<file path="src/rtl/pplim_pkg.sv">
// ----------------------------------------------------------------------------
// pplim_pkg
// Types and fixed constants shared by the pressure power limiter files.
// ----------------------------------------------------------------------------
package pplim_pkg;

  // Timing intervals in milliseconds
  localparam logic [31:0] FLOOD_HOLDOFF_MS  = 32'd5000;
  localparam logic [31:0] FLOOD_PAUSE_MS    = 32'd30000;
  localparam logic [31:0] DECAY_INTERVAL_MS = 32'd60000;

  // Power limits in percent
  localparam logic [6:0] FULL_POWER      = 7'd100;
  localparam logic [6:0] FLOOD_FLOOR     = 7'd30;
  localparam logic [6:0] FLOOD_POWER_MAX = 7'd85;
  localparam logic [7:0] OVERRIDE_MAX    = 8'd100;

  // Reduction bookkeeping
  localparam logic [6:0] FLOOD_STEP     = 7'd15;
  localparam logic [6:0] FREQUENT_STEP  = 7'd10;
  localparam logic [7:0] FREQUENT_AFTER = 8'd3;
  localparam logic [6:0] REDUCTION_CAP  = 7'd50;
  localparam logic [5:0] DECAY_STEP     = 6'd5;

  // floor(h * 85 / 100) == (h * FLOOD_MUL) >> FLOOD_SHIFT for h in 0..100
  localparam int          FLOOD_SHIFT = 19;
  localparam logic [18:0] FLOOD_MUL   = 19'd445655;

  // Serial divider: dividend is pressure * 100 (< 2^22), divisor 15 bits
  localparam int DVD_W = 22;
  localparam int DSR_W = 15;
  localparam int QUO_W = 7;
  localparam int CNT_W = 5;
  localparam logic [CNT_W-1:0] DIV_STEPS = CNT_W'(DVD_W);

  // Pressure status codes
  localparam logic [1:0] STATUS_NORMAL = 2'd0;
  localparam logic [1:0] STATUS_WARN   = 2'd1;
  localparam logic [1:0] STATUS_CRIT   = 2'd2;

  // Register map, word index
  typedef enum logic [1:0] {
    REG_OVERRIDE = 2'd0,
    REG_WORK     = 2'd1,
    REG_WARN     = 2'd2,
    REG_CRIT     = 2'd3
  } pplim_reg_e;

  typedef struct packed {
    logic start;
  } pplim_div_req_t;

  typedef struct packed {
    logic busy;
    logic done;
  } pplim_div_stat_t;

endpackage

</file>
<file path="src/rtl/pplim_div.sv">
// ----------------------------------------------------------------------------
// pplim_div
// Bit-serial restoring divider, one dividend bit per cycle.
// ----------------------------------------------------------------------------
module pplim_div
  import pplim_pkg::*;
(
  input  logic             clk_i,
  input  logic             rst_ni,
  input  pplim_div_req_t   req_i,
  input  logic [DVD_W-1:0] dividend_i,
  input  logic [DSR_W-1:0] divisor_i,
  output pplim_div_stat_t  stat_o,
  output logic [QUO_W-1:0] quotient_o
);

  logic [DVD_W-1:0] dvd_q, dvd_d;
  logic [DSR_W-1:0] dsr_q, dsr_d;
  logic [DSR_W-1:0] rem_q, rem_d;
  logic [QUO_W-1:0] quo_q, quo_d;
  logic [CNT_W-1:0] cnt_q, cnt_d;
  logic             done_q, done_d;
  logic [DSR_W:0]   trial;
  logic [DSR_W:0]   diff;
  logic             take;

  // Shift next dividend bit into the partial remainder, subtract on fit
  assign trial = {rem_q, dvd_q[DVD_W-1]};
  assign diff  = trial - {1'b0, dsr_q};
  assign take  = trial >= {1'b0, dsr_q};

  always_comb begin
    dvd_d  = dvd_q;
    dsr_d  = dsr_q;
    rem_d  = rem_q;
    quo_d  = quo_q;
    cnt_d  = cnt_q;
    done_d = 1'b0;
    if (req_i.start) begin
      dvd_d = dividend_i;
      dsr_d = divisor_i;
      rem_d = '0;
      quo_d = '0;
      cnt_d = DIV_STEPS;
    end else if (cnt_q != '0) begin
      dvd_d  = {dvd_q[DVD_W-2:0], 1'b0};
      rem_d  = take ? diff[DSR_W-1:0] : trial[DSR_W-1:0];
      quo_d  = {quo_q[QUO_W-2:0], take};
      cnt_d  = cnt_q - 1'b1;
      done_d = (cnt_q == CNT_W'(1));
    end
  end

  always_ff @(posedge clk_i or negedge rst_ni) begin
    if (!rst_ni) begin
      cnt_q  <= '0;
      done_q <= 1'b0;
    end else begin
      cnt_q  <= cnt_d;
      done_q <= done_d;
    end
  end

  always_ff @(posedge clk_i) begin
    dvd_q <= dvd_d;
    dsr_q <= dsr_d;
    rem_q <= rem_d;
    quo_q <= quo_d;
  end

  assign stat_o.busy = (cnt_q != '0);
  assign stat_o.done = done_q;
  assign quotient_o  = quo_q;

endmodule

</file>
<file path="src/rtl/pressure_power_limiter.sv">
// ----------------------------------------------------------------------------
// pressure_power_limiter: an item goes through EVAL, then DIV when the linear
// power needs the bit-serial divider (22 steps, one per dividend bit of
// pressure * 100), then FIN, which waits until the output register is free.
// A new input transaction is taken only once the result enters the output
// register. Reset clears the limiter state, the sequencer, the output valid
// and the configuration registers; override resets to off (-1).
// ----------------------------------------------------------------------------
module pressure_power_limiter
  import pplim_pkg::*;
(
  input  logic               clk_i,
  input  logic               rst_ni,
  // configuration port
  input  logic               psel,
  input  logic               penable,
  input  logic               pwrite,
  input  logic [3:0]         paddr,
  input  logic [31:0]        pwdata,
  output logic [31:0]        prdata,
  output logic               pready,
  // input channel
  input  logic               in_valid_i,
  output logic               in_ready_o,
  input  logic signed [15:0] pressure_sample_i,
  input  logic [31:0]        now_ms_i,
  input  logic [6:0]         heater_level_i,
  // output channel
  output logic               out_valid_o,
  input  logic               out_ready_i,
  output logic [6:0]         power_out_o,
  output logic               flood_detected_o,
  output logic [6:0]         flood_power_o,
  output logic               in_pause_o,
  output logic [1:0]         pressure_status_o
);

  // Sequencer: take an item, evaluate it, optionally divide, then hand off
  typedef enum logic [3:0] {
    ST_IDLE = 4'b0001,
    ST_EVAL = 4'b0010,
    ST_DIV  = 4'b0100,
    ST_FIN  = 4'b1000
  } pplim_state_e;

  pplim_state_e state_q, state_d;

  // Configuration registers
  logic [7:0]  override_q;
  logic [14:0] work_q, warn_q, crit_q;
  logic        cfg_wr;
  pplim_reg_e  cfg_idx;

  // Limiter state
  logic [31:0] last_q, last_d;
  logic [31:0] pause_q, pause_d;
  logic [7:0]  count_q, count_d;
  logic [5:0]  red_q, red_d;

  // Captured input item
  logic signed [15:0] p_q;
  logic [31:0]        now_q;
  logic [6:0]         heat_q;

  // Per-item results waiting for the final step
  logic [6:0] rec_q, rec_d;
  logic [5:0] sub_q, sub_d;
  logic       flood_q, flood_d;
  logic [6:0] fpow_q, fpow_d;
  logic       paused_q, paused_d;
  logic [1:0] status_q, status_d;

  // Output register
  logic       out_valid_q;
  logic [6:0] o_power_q;
  logic       o_flood_q;
  logic [6:0] o_fpow_q;
  logic       o_pause_q;
  logic [1:0] o_status_q;

  // Divider hookup
  pplim_div_req_t   div_req;
  pplim_div_stat_t  div_stat;
  logic [DVD_W-1:0] div_dividend;
  logic [QUO_W-1:0] div_quo;

  // Evaluation signals
  logic signed [16:0] p_ext;
  logic        ge_crit, ge_warn;
  logic        ov_on;
  logic [31:0] since_flood, since_last;
  logic        flood;
  logic [7:0]  count_n;
  logic [6:0]  red_a, red_ac, red_b, red_bc;
  logic [5:0]  red1, red2;
  logic [31:0] last1, pause1;
  logic        paused;
  logic [25:0] fprod;
  logic [6:0]  fpow_raw, fpow;
  logic        decay;
  logic        p_pos, p_full, need_div;
  logic [14:0] pmag;
  logic [6:0]  pw_diff, pw_final;
  logic        load_out;

  // ---------------------------------------------------------------------------
  // Configuration port: always ready, write on the access phase
  // ---------------------------------------------------------------------------
  assign pready  = 1'b1;
  assign cfg_wr  = psel & penable & pwrite & pready;
  assign cfg_idx = pplim_reg_e'(paddr[3:2]);

  always_ff @(posedge clk_i or negedge rst_ni) begin
    if (!rst_ni) begin
      override_q <= 8'hFF;
      work_q     <= '0;
      warn_q     <= '0;
      crit_q     <= '0;
    end else if (cfg_wr) begin
      unique case (cfg_idx)
        REG_OVERRIDE: override_q <= pwdata[7:0];
        REG_WORK:     work_q     <= pwdata[14:0];
        REG_WARN:     warn_q     <= pwdata[14:0];
        REG_CRIT:     crit_q     <= pwdata[14:0];
      endcase
    end
  end

  // Read back; override is signed, so sign-extend it
  always_comb begin
    unique case (cfg_idx)
      REG_OVERRIDE: prdata = {{24{override_q[7]}}, override_q};
      REG_WORK:     prdata = {17'b0, work_q};
      REG_WARN:     prdata = {17'b0, warn_q};
      REG_CRIT:     prdata = {17'b0, crit_q};
    endcase
  end

  // ---------------------------------------------------------------------------
  // Input capture; saturate heater level to full power on the way in
  // ---------------------------------------------------------------------------
  assign in_ready_o = (state_q == ST_IDLE);

  always_ff @(posedge clk_i) begin
    if (in_valid_i && in_ready_o) begin
      p_q    <= pressure_sample_i;
      now_q  <= now_ms_i;
      heat_q <= (heater_level_i > FULL_POWER) ? FULL_POWER : heater_level_i;
    end
  end

  // ---------------------------------------------------------------------------
  // Evaluation: status, flood decision, pause, decay
  // ---------------------------------------------------------------------------
  // Thresholds are non-negative; compare against a signed sample
  assign p_ext   = {p_q[15], p_q};
  assign ge_crit = p_ext >= $signed({2'b00, crit_q});
  assign ge_warn = p_ext >= $signed({2'b00, warn_q});

  // Only 0..100 forces the power; negative and 101..127 leave it off
  assign ov_on = (override_q <= OVERRIDE_MAX);

  // Holdoff uses a wrapping difference
  assign since_flood = now_q - last_q;
  assign flood       = !ov_on && ge_crit && (since_flood >= FLOOD_HOLDOFF_MS);
  assign count_n     = flood ? count_q + 8'd1 : count_q;

  // Add the flood step, then the frequent-flood step once the count passes FREQUENT_AFTER, capping each time
  assign red_a  = {1'b0, red_q} + FLOOD_STEP;
  assign red_ac = (red_a > REDUCTION_CAP) ? REDUCTION_CAP : red_a;
  assign red_b  = red_ac + FREQUENT_STEP;
  assign red_bc = (red_b > REDUCTION_CAP) ? REDUCTION_CAP : red_b;
  assign red1   = !flood ? red_q
                : (count_n > FREQUENT_AFTER) ? red_bc[5:0] : red_ac[5:0];

  assign last1  = flood ? now_q : last_q;
  assign pause1 = flood ? now_q + FLOOD_PAUSE_MS : pause_q;

  // Pause test is a plain unsigned compare, no wrap handling
  assign paused = !ov_on && (now_q < pause1);

  // Flood power: floor(85 %) by reciprocal multiply, held at the floor
  assign fprod    = 26'(heat_q) * 26'(FLOOD_MUL);
  assign fpow_raw = fprod[FLOOD_SHIFT +: 7];
  assign fpow     = (fpow_raw < FLOOD_FLOOR) ? FLOOD_FLOOR : fpow_raw;

  // Decay only outside a pause, measured from the updated flood time
  assign since_last = now_q - last1;
  assign decay      = !ov_on && !paused && (red1 != '0) &&
                      (since_last > DECAY_INTERVAL_MS);
  assign red2       = (red1 >= DECAY_STEP) ? red1 - DECAY_STEP : '0;

  // Linear power: clamp ends directly, divide only strictly inside the range
  assign pmag         = p_q[14:0];
  assign p_pos        = !p_q[15] && (pmag != '0);
  assign p_full       = p_pos && (pmag >= work_q);
  assign need_div     = !ov_on && !paused && p_pos && !p_full;
  assign div_dividend = (DVD_W'(pmag) << 6) + (DVD_W'(pmag) << 5) + (DVD_W'(pmag) << 2);
  assign div_req.start = (state_q == ST_EVAL) && need_div;

  pplim_div u_div (
    .clk_i      (clk_i),
    .rst_ni     (rst_ni),
    .req_i      (div_req),
    .dividend_i (div_dividend),
    .divisor_i  (work_q),
    .stat_o     (div_stat),
    .quotient_o (div_quo)
  );

  // ---------------------------------------------------------------------------
  // Sequencer and state update
  // ---------------------------------------------------------------------------
  assign pw_diff  = rec_q - {1'b0, sub_q};
  assign pw_final = (rec_q > {1'b0, sub_q}) ? pw_diff : '0;
  assign load_out = (state_q == ST_FIN) && (!out_valid_q || out_ready_i);

  always_comb begin
    state_d  = state_q;
    last_d   = last_q;
    pause_d  = pause_q;
    count_d  = count_q;
    red_d    = red_q;
    rec_d    = rec_q;
    sub_d    = sub_q;
    flood_d  = flood_q;
    fpow_d   = fpow_q;
    paused_d = paused_q;
    status_d = status_q;
    unique case (state_q)
      ST_IDLE: begin
        if (in_valid_i) state_d = ST_EVAL;
      end
      ST_EVAL: begin
        status_d = ge_crit ? STATUS_CRIT : ge_warn ? STATUS_WARN : STATUS_NORMAL;
        flood_d  = flood;
        fpow_d   = flood ? fpow : '0;
        paused_d = paused;
        // Commit state only when the override is off
        if (!ov_on) begin
          count_d = count_n;
          pause_d = pause1;
          red_d   = decay ? red2 : red1;
          last_d  = decay ? now_q : last1;
        end
        // Forced and paused results bypass the reduction
        sub_d   = '0;
        state_d = ST_FIN;
        priority if (ov_on) begin
          rec_d = override_q[6:0];
        end else if (paused) begin
          rec_d = flood ? fpow : heat_q;
        end else begin
          // Linear path subtracts the reduction before decay
          sub_d = red1;
          if (need_div) begin
            state_d = ST_DIV;
          end else begin
            rec_d = p_full ? FULL_POWER : '0;
          end
        end
      end
      ST_DIV: begin
        if (div_stat.done) begin
          rec_d   = div_quo;
          state_d = ST_FIN;
        end
      end
      ST_FIN: begin
        if (load_out) state_d = ST_IDLE;
      end
      default: state_d = ST_IDLE;
    endcase
  end

  always_ff @(posedge clk_i or negedge rst_ni) begin
    if (!rst_ni) begin
      state_q <= ST_IDLE;
      last_q  <= '0;
      pause_q <= '0;
      count_q <= '0;
      red_q   <= '0;
    end else begin
      state_q <= state_d;
      last_q  <= last_d;
      pause_q <= pause_d;
      count_q <= count_d;
      red_q   <= red_d;
    end
  end

  always_ff @(posedge clk_i) begin
    rec_q    <= rec_d;
    sub_q    <= sub_d;
    flood_q  <= flood_d;
    fpow_q   <= fpow_d;
    paused_q <= paused_d;
    status_q <= status_d;
  end

  // ---------------------------------------------------------------------------
  // Output register: hold until the transaction completes
  // ---------------------------------------------------------------------------
  always_ff @(posedge clk_i or negedge rst_ni) begin
    if (!rst_ni) begin
      out_valid_q <= 1'b0;
    end else if (load_out) begin
      out_valid_q <= 1'b1;
    end else if (out_ready_i) begin
      out_valid_q <= 1'b0;
    end
  end

  always_ff @(posedge clk_i) begin
    if (load_out) begin
      o_power_q  <= pw_final;
      o_flood_q  <= flood_q;
      o_fpow_q   <= fpow_q;
      o_pause_q  <= paused_q;
      o_status_q <= status_q;
    end
  end

  assign out_valid_o       = out_valid_q;
  assign power_out_o       = o_power_q;
  assign flood_detected_o  = o_flood_q;
  assign flood_power_o     = o_fpow_q;
  assign in_pause_o        = o_pause_q;
  assign pressure_status_o = o_status_q;

endmodule

</file>
<file path="config.mk">
export PLATFORM = sky130hd
export DESIGN_NAME = pressure_power_limiter
export DESIGN_NICKNAME = d
export VERILOG_FILES = /design/src/rtl/pplim_pkg.sv /design/src/rtl/pplim_div.sv /design/src/rtl/pressure_power_limiter.sv
export SDC_FILE = /design/constraint.sdc
export NUM_CORES = 1
export LEC_CHECK = 0
export BUFFER_PORTS_ARGS = -buffer_cell sky130_fd_sc_hd__buf_2
export CAP_MARGIN = 20
export CORE_ASPECT_RATIO = 1.5
export CORE_MARGIN = 10
export CORE_UTILIZATION = 45
export CTS_BUF_LIST = sky130_fd_sc_hd__clkbuf_8
export CTS_CLUSTER_SIZE = 16
export DETAILED_ROUTE_END_ITERATION = 12
export GPL_TIMING_DRIVEN = 0
export SYNTH_ARGS = -nofsm -noshare
export SYNTH_HDL_FRONTEND = slang
export SYNTH_SLANG_ARGS = --single-unit
</file>
<file path="constraint.sdc">
create_clock -name clk_i -period 11.1 [get_ports clk_i]
set_input_delay 0.555 -clock clk_i [delete_from_list [all_inputs] [get_ports clk_i]]
set_output_delay 0.555 -clock clk_i [all_outputs]
set_load 0.01 [all_outputs]
</file>
==> flow_summary_export.csv, run 1 <==
group,metric,value,unit
detailed_routing,totalWireLength,73000,um
global_route,grt_pass1_vias,20985,
placed_design,dp_hpwl,57580,um
power,power.leakage,12.17,nW
synthesis,synthDistinctLibCells,94,
placed_design,port_buffers,128,
detailed_routing,dr_wl_met3,3308,um
run,maxCapViolations,0,
detailed_routing,ant_nets,0,
sta,whs,81.62,ps
detailed_routing,top_layer,"met4",
synthesis,syn_area_per_cell,9.111,sq um
cts,cts_made_buffers,51,
worst_setup_path,startpoint_type,"register",
status,outcome,"finished, final reports clean",
worst_setup_path,worstPathRequired,11620,ps
floorplanning,initial_core_util,0.4561,
synthesis,syn_inst,2594,
sta,max-slew-margin-rel,0.3341,
cts,cts_max_path_buffers,3,
hold_path,hp-class,"primary input to register",
synthesis,synthesis.nets,2992,
synthesis,yosys.area.top_type,"edfxtp_1",
synthesis,synthArstFlopShare,0.4797,
synthesis,netlist_top_cells_area,"edfxtp_1, dfrtp_1, ha_1",
worst_setup_path,timing.critical_path.mode_cell,"a21o_1",
worst_setup_path,crit_path_max_incr_delay,560,ps
detailed_routing,viasPerCell,5.781,
floorplanning,die_h,300.7,um
worst_setup_path,path_class,"register to register",
detailed_routing,drt_iter0_drc,1133,
worst_setup_path,end_kind,"register",
global_route,grt_pass1_wl,115300,um
sta,period_share,0.9525,
power,peakVddDrop,0.1179,mV
sta,setup_violations,0,
sta,drv_slew,0,
worst_setup_path,crit_fanout,10,
detailed_routing,vias,20291,
cts,root_buffer,"clkbuf_8",
placed_design,place_ws,-1297,ps
sta,worstMarginPinSlew,990.6,ps
sta,worst_slack,527.6,ps
synthesis,ys_seq_area_frac,0.3372,
cts,cts.htree.levels,2,
synthesis,yosysWarnings,0,
detailed_routing,m1WireLength,27550,um
synthesis,syn_area,23630,sq um
global_route,grt_start_max_net_pins,112,
floorplanning,pin_count,151,
detailed_routing,met2_length,38510,um
synthesis,ys_ff_latch,296,
final_layout,n_antenna_cell,0,
sta,clock_skew,61.27,ps
sta,fmax,94.59,MHz
sta,tns,0,ps
final_layout,syn2layout_area_growth,12.16,%
global_route,grt_antenna_before_repair,0,
power,powerDensity,248.2,nW/um^2
global_route,track_usage,0.2297,
cts,cts.sinks,296,
worst_setup_path,cp.arrival,11090,ps
worst_setup_path,critical_path.slowest_cell,"or4_4",
synthesis,synth-edff-count,132,
final_layout,drive_above_1_share,0.1306,
final_layout,final_cell_mix,"ha_1, inv_1, nand2_1",
cts,clk_pin_slew_worst_paths,60,ps
final_layout,utilization,0.5116,
floorplanning,die_area,62270,sq um
sta,hold_viol,0,
final_layout,final_common_cell,"ha_1",
synthesis,yosys.area.top_type_share,0.1677,
synthesis,synth_ff_type,"dfrtp_1",
cts,cts_tree,"done",
final_layout,final_nets,3189,
floorplanning,placementRows,102,
global_route,overflow,0,
detailed_routing,drc,0,
sta,finalCriticalPeriod,10570,ps
placed_design,place_congestion,0.9583,
detailed_routing,wire_per_inst,20.80,um
detailed_routing,drt_pre_antenna_iters,8,
cts,clk_latency,680,ps
floorplanning,core,51810,sq um
floorplanning,die_w,207.1,um
## layer usage
metal,track usage,vias up
met5,0,-
met4,0.1151,0
met3,0.03341,170
met2,0.4355,587
met1,0.2418,9781
li1,-,9753
## registers in the layout (all words and copies together) (netlist names), 4 cells and up
name and count:
count_q 8, crit_q 15, flood_power_o 7, fpow_q 7, heat_q 7, last_q 32
now_q 32, override_q 8, p_q 16, pause_q 32, power_out_o 7, rec_q 7
red_q 6, state_q 4, sub_q 6, u_div.cnt_q 5, u_div.dsr_q 15, u_div.dvd_q 20
u_div.quotient_o 7, u_div.rem_q 15, warn_q 15, work_q 15
## layout make-up
cell class	count	area (sq um)
multi-input cells	1946	14310
clock inverters	31	219.0
repair buffers	144	820.8
inverters	219	822.0
clock buffers	65	894.6
plain buffers	133	624.3
well taps	676	845.8
flip-flops and latches	296	7969
fillers	4939	25310
## final timing paths
| kind | from | endpoint | slack, ps | depth (start not counted) |
|---|---|---|---|---|
| worst max-delay path | now_q[0] | last_q[2] | 530 | 40 |
| worst min-delay path | pressure_sample_i[9] | p_q[9] | 80 | 1 |
| min in group asynchronous | rst_ni | pause_q[28] | 370 | 2 |
| max in group asynchronous | rst_ni | red_q[0] | 9750 | 3 |
| worst max register to register | now_q[0] | last_q[2] | 530 | 40 |
| worst min register to register | fpow_q[2] | flood_power_o[2] | 410 | 0 |
## power by group
group          leakage (nW)  switching (mW)  internal [mW]
Combinational          8.42            2.24           1.53
Clock                 0.625           0.503          0.582
Sequential             3.13           0.271           1.45
## logic make-up after synthesis
logic type                 synth area share
buffers and inverters               0.06057
DFF                                  0.3372
muxes                               0.04135
other                             0.0001587
and+or+nand+nor                      0.1647
adders and majority gates            0.1743
xor gates and xnor gates            0.03669
AOI/OAI and AO/OA                    0.1851
## critical path, delay by kind of cell, from the launching register on
family                     cells  cell delay [ps]
and+or+nand+nor                8             2610
DFF                            1              390
buffers and inverters         11             2620
AOI/OAI and AO/OA             18             3840
adders and majority gates      3              910
## synthesized netlist by cell type (9+ instances only)
library cell / n
o21ai_0: 205
a211oi_1: 30
o21a_1: 21
xor2_1: 49
mux4_2: 15
nand2_1: 236
buf_4: 20
nor4_1: 16
a22oi_1: 34
a31oi_1: 19
o21bai_1: 11
a21boi_0: 12
clkbuf_1: 98
nand4_1: 43
nand3_1: 100
xnor2_1: 50
or3_1: 10
dfrtp_1: 133
dfxtp_1: 22
a211o_1: 11
nor3_1: 58
nor2b_1: 34
and3_1: 27
a21oi_1: 143
o211ai_1: 11
nand2b_1: 26
nor2_1: 160
a21o_1: 78
dfstp_2: 9
and4_1: 9
inv_1: 219
and2_1: 42
mux2_2: 35
ha_1: 254
edfxtp_1: 132
mux2i_1: 23
buf_2: 9
fa_1: 46
## repair_timing
action	4_1_cts	5_1_grt
gates resized for setup	15	24
buffers inserted	0	2
hold buffers	5	0
hold endpoints to repair	35	0
setup endpoints to repair	130	115
pin swaps	1	2
## through the flow
step	cells	area, sq um	power, mW
3_5_place_dp	3405	25240	5.461
4_1_cts	3506	26440	6.595
6_report	3510	26510	6.578
3_3_place_gp	3398	25120	5.362
2_1_floorplan	2594	23630	4.409
5_1_grt	3510	26510	7.197
Note: power is estimated with default switching activity, not from simulation.
==> run 2, diff against run 1 <==
Clock period 11.1 ns to 11.8 ns, I/O delays scaled along.
==> flow_summary_export.csv, run 2 (synthesis results as in run 1) <==
group,metric,value,unit
status,outcome,"finished, final reports clean",
sta,max-slew-margin-rel,0.3347,
run,maxCapViolations,0,
power,p_switching,2.834,mW
floorplanning,pin_count,151,
final_layout,finalInstanceArea,26420,sq um
cts,cts_setup_buffers,0,
worst_setup_path,crit_fanout,10,
sta,tns,0,ps
worst_setup_path,timing.critical_path.mode_cell,"a21o_1",
power,finalPower,6.173,mW
cts,clk_pin_slew_worst_paths,60,ps
power,p_seq_frac,0.263,
cts,cts_tree,"done",
power,sw_frac_of_total,0.4591,
hold_path,hp-class,"primary input to register",
floorplanning,core,51810,sq um
sta,setup_violations,0,
final_layout,top_regs,"last_q (32), now_q (32), pause_q (32)",
worst_setup_path,worstPathRequired,12320,ps
final_layout,drive_above_1_share,0.1259,
power,powerDensity,233.7,nW/um^2
worst_setup_path,critical_path.slowest_cell,"or4_4",
floorplanning,die_h,300.7,um
global_route,grt_start_max_net_pins,112,
placed_design,place_ws,-596.8,ps
global_route,track_usage,0.2296,
power,p_comb_frac,0.572,
sta,clock_skew,61.73,ps
detailed_routing,ant_nets,0,
sta,worstMarginPinSlew,993.4,ps
final_layout,syn2layout_area_growth,11.79,%
final_layout,final_cell_mix,"ha_1, inv_1, nand2_1",
detailed_routing,drt_iter0_drc,1230,
worst_setup_path,startpoint_type,"register",
placed_design,placed_cell_area,25240,sq um
cts,root_buffer,"clkbuf_8",
cts,cts_made_buffers,51,
sta,drv_slew,0,
global_route,grt_pass1_wl,115300,um
global_route,grt_antenna_before_repair,0,
sta,rsz0062_at_grt,"no",
power,power.leakage,12.13,nW
hold_path,whs_path_depth,1,
placed_design,dp_hpwl,57580,um
final_layout,final_nets,3183,
global_route,grt_pass1_vias,20986,
cts,cts.sinks,296,
cts,cts_max_path_buffers,3,
placed_design,place_congestion,0.9583,
power,p_clk_frac,0.165,
detailed_routing,totalWireLength,72940,um
sta,period_share,0.9410,
global_route,overflow,0,
placed_design,port_buffers,128,
sta,whs,82.53,ps
worst_setup_path,reg2regPathDepth,39,
power,peakVddDrop,0.1108,mV
cts,clk_latency,680,ps
detailed_routing,drc,0,
sta,hold_viol,0,
final_layout,final_common_cell,"ha_1",
floorplanning,initial_core_util,0.4561,
sta,fmax,90.06,MHz
detailed_routing,vias,20287,
worst_setup_path,end_kind,"register",
detailed_routing,drt_pre_antenna_iters,11,
sta,worst_slack,696.6,ps
floorplanning,placementRows,102,
detailed_routing,wire_per_inst,20.81,um
worst_setup_path,crit_path_max_incr_delay,560,ps
power,p_int,3.339,mW
floorplanning,die_w,207.1,um
floorplanning,die_area,62270,sq um
detailed_routing,viasPerCell,5.788,
sta,finalCriticalPeriod,11100,ps
cts,cts.htree.levels,2,
worst_setup_path,path_class,"register to register",
worst_setup_path,cp.arrival,11620,ps
==> run 2: cell type report <==
cell class | count | area, sq um
Sequential cell | 296 | 7969
Clock inverter | 31 | 219.0
Multi-Input combinational cell | 1946 | 14280
Inverter | 219 | 822.0
Timing Repair Buffer | 138 | 765.7
Antenna cell | 1 | 2.502
Clock buffer | 65 | 894.6
Buffer | 133 | 618.1
Tap cell | 676 | 845.8
Fill cell | 4946 | 25400
==> run 2: power by group through the flow <==
stage	Sequential, mW	Combinational (mW)	Clock [mW]
final	1.62	3.53	1.02
after global routing	1.65	4.01	1.10
after CTS	1.62	3.53	1.05
after detailed placement	1.64	3.50	0
after global placement	1.64	3.41	0
after floorplan	1.53	2.61	0
==> run 2: per-stage QoR <==
step | cells | util
2_1_floorplan | 2594 | -
3_3_place_gp | 3398 | 0.4848
3_5_place_dp | 3405 | 0.4871
4_1_cts | 3502 | 0.5089
5_1_grt | 3504 | 0.5098
6_report | 3505 | 0.5099
==> run 2: final timing paths <==
check / from / to / slack (ps)
worst max register to register: now_q[0] / last_q[27] / 700
worst min-delay path: pressure_sample_i[4] / p_q[4] / 80
min in group asynchronous: rst_ni / pause_q[28] / 410
worst max-delay path: now_q[0] / last_q[27] / 700
max in group asynchronous: rst_ni / red_q[0] / 10410
worst min register to register: fpow_q[2] / flood_power_o[2] / 400
==> run 2: per-layer routing <==
metal | global-route usage | wire length (um)
met3 | 0.03362 | 3397
met5 | 0 | 0
met1 | 0.2415 | 27490
met4 | 0.1160 | 3686
met2 | 0.4350 | 38370
==> run 2: repair_timing <==
action,4_1_cts,5_1_grt
endpoints found under the setup margin,73,129
hold buffers,1,0
resized for setup,3,23
hold endpoints to repair,31,0
pin swaps,0,1
==> run 2: critical path: cells and delay by family (launching register included) <==
family / cells / cell delay, ps
simple gates: 6 / 2000
fa+ha+maj: 3 / 1000
flops: 1 / 390
buf+inv: 10 / 2670
compound gates: 20 / 4880
==> run 3, diff against run 2 <==
Settings changed: SYNTH_HIERARCHICAL set to 1.
==> flow_summary_export.csv, run 3 <==
group,metric,value,unit
floorplanning,core,53870,sq um
status,outcome,"finished, final reports clean",
worst_setup_path,r2r-end,"u_div/dvd_q[16]",
worst_setup_path,r2r_setup_slack,660,ps
final_layout,final_nets,3241,
power,power.leakage,12.19,nW
worst_setup_path,reg2regPathDepth,29,
synthesis,syn_inst,2655,
detailed_routing,drt_pre_antenna_iters,5,
sta,max-slew-margin-rel,0.3341,
hold_path,whs_path_depth,1,
placed_design,place_ws,-787.9,ps
worst_setup_path,timing.critical_path.mode_cell,"clkbuf_1",
synthesis,synthArstFlopShare,0.4765,
sta,rsz0062_at_grt,"no",
final_layout,stdcell_count,3575,
final_layout,final-seq-area,8029,sq um
synthesis,yosys.area.top_type_share,0.1635,
global_route,grt_pass1_wl,120800,um
detailed_routing,ant_nets,0,
sta,tns,0,ps
sta,finalCriticalPeriod,11140,ps
global_route,overflow,0,
cts,cts_setup_buffers,0,
power,powerDensity,238.1,nW/um^2
synthesis,netlist_top_cells_area,"edfxtp_1, dfrtp_1, ha_1",
global_route,grt_util_met2,0.4303,
global_route,grt.met1_usage,0.2606,
detailed_routing,viasPerCell,5.883,
hold_path,hp-class,"primary input to register",
detailed_routing,drt_iter0_drc,1399,
floorplanning,die_area,64640,sq um
power,finalPower,6.521,mW
global_route,met3_usage,0.03360,
sta,hold_viol,0,
detailed_routing,totalWireLength,77240,um
worst_setup_path,crit_path_max_incr_delay,620,ps
synthesis,syn_area_per_cell,9.271,sq um
placed_design,port_buffers,128,
synthesis,ys_seq_area_frac,0.3262,
sta,fmax,89.76,MHz
final_layout,utilization,0.5084,
floorplanning,initial_core_util,0.4569,
synthesis,yosysWarnings,6,
final_layout,multi_input_area,15170,sq um
global_route,grt_antenna_before_repair,1,
sta,period_share,0.9441,
worst_setup_path,critical_path.slowest_cell,"clkbuf_1",
cts,cts.htree.levels,2,
hold_path,holdPathEnd,"now_q[28]",
hold_path,hold_path_startpoint,"now_ms_i[28]",
worst_setup_path,startpoint_type,"register",
synthesis,synth_most_common_cell,"ha_1",
placed_design,place_inst,3477,
sta,worstMarginPinSlew,996.3,ps
run,maxCapViolations,0,
placed_design,dp_hpwl,60930,um
final_layout,drive_above_1_share,0.1511,
cts,root_buffer,"clkbuf_8",
detailed_routing,vias,21032,
worst_setup_path,worstPathRequired,12080,ps
detailed_routing,drc,0,
worst_setup_path,path_class,"register to register",
synthesis,syn_area,24610,sq um
cts,clk_pin_slew_worst_paths,70,ps
floorplanning,pin_count,151,
global_route,track_usage,0.2361,
synthesis,ys_ff_latch,298,
global_route,grt_most_used_layer,"met2",
cts,cts_made_buffers,50,
worst_setup_path,worstReg2RegStart,"now_q[0]",
synthesis,synthDistinctLibCells,121,
worst_setup_path,crit_fanout,22,
global_route,grt_start_max_net_pins,84,
final_layout,fill_cells,5149,
sta,clock_skew,52.69,ps
sta,worst_slack,659.3,ps
worst_setup_path,cp.arrival,11420,ps
cts,cts_tree,"done",
global_route,grt_pass1_vias,21952,
power,peakVddDrop,0.1267,mV
synthesis,synth_ff_type,"edfxtp_1",
floorplanning,die_w,211.0,um
final_layout,finalInstanceArea,27390,sq um
final_layout,syn2layout_area_growth,11.26,%
floorplanning,die_h,306.4,um
sta,setup_violations,0,
cts,cts.sinks,298,
final_layout,final_cell_mix,"ha_1, inv_1, nor2_1",
final_layout,top_regs,"last_q (32), now_q (32), pause_q (32)",
worst_setup_path,end_kind,"register",
placed_design,placed_cell_area,26210,sq um
final_layout,final_common_cell,"ha_1",
synthesis,synth-edff-count,134,
floorplanning,placementRows,104,
sta,whs,103.2,ps
synthesis,yosys.area.top_type,"edfxtp_1",
placed_design,place_congestion,0.9506,
detailed_routing,wire_per_inst,21.61,um
cts,clk_latency,660,ps
synthesis,synth_common_cells,"ha_1, inv_1, nor2_1, nand2_1, a21oi_1",
cts,cts_max_path_buffers,3,
sta,drv_slew,0,
==> run 3: cell type report <==
type / instances / area share
Buffer: 130 / 0.02408
Tap cell: 689 / 0.03148
Multi-Input combinational cell: 2016 / 0.5539
Inverter: 212 / 0.02906
Sequential cell: 298 / 0.2932
Clock buffer: 54 / 0.02714
Antenna cell: 1 / 0.00009137
Clock inverter: 40 / 0.01389
Timing Repair Buffer: 135 / 0.02723
==> run 3: kinds of logic (layout without fill, tap and decap cells) <==
| kind of cell | after synthesis | in the layout | synth area share |
|---|---|---|---|
| adder cells (fa/ha/maj) | 304 | 304 | 0.1682 |
| buffers and inverters | 342 | 571 | 0.05897 |
| flip-flops | 298 | 298 | 0.3262 |
| AND/OR/NAND/NOR | 820 | 820 | 0.1734 |
| AO/OA/AOI/OAI | 706 | 706 | 0.1928 |
| multiplexers | 89 | 89 | 0.04672 |
| other | 2 | 4 | 0.0003051 |
| XOR/XNOR | 94 | 94 | 0.03345 |
==> run 3: repair_timing <==
item | in CTS | in global routing
gates resized for setup | 3 | 8
hold buffers | 1 | 0
endpoints found under the hold margin | 50 | 0
endpoints found under the setup margin | 39 | 81
pin swaps | 0 | 0
==> run 3: worst max-delay path, delay by kind of cell (launching register included) <==
family	cells	cell delay, ps
AOI/OAI and AO/OA	9	3220
xor gates and xnor gates	1	150
buffers and inverters	8	3440
DFF	1	430
adders and majority gates	3	940
and+or+nand+nor	8	2500
==> run 3: power by group <==
group	switching (mW)	internal, mW
sequential	0.274	1.38
clock	0.481	0.583
combinational	2.24	1.56
total	2.99	3.53
==> run 3: per-layer routing <==
| metal | share of wire | wire, um |
|---|---|---|
| met5 | 0 | 0 |
| met4 | 0.053 | 4094 |
| met3 | 0.046 | 3554 |
| met2 | 0.51 | 39570 |
| met1 | 0.39 | 30020 |
==> run 3: how the worst max path moves through the flow <==
stage | startpoint | to | slack [ps]
3_3_place_gp | now_q[0] | u_div/dvd_q[10] | -710
2_1_floorplan | now_q[0] | u_div/dvd_q[0] | 3570
3_5_place_dp | now_q[0] | u_div/dvd_q[10] | -790
5_1_grt | now_q[0] | u_div/dvd_q[15] | 80
6_report | now_q[0] | u_div/dvd_q[16] | 660
4_1_cts | now_q[0] | u_div/dvd_q[15] | 110
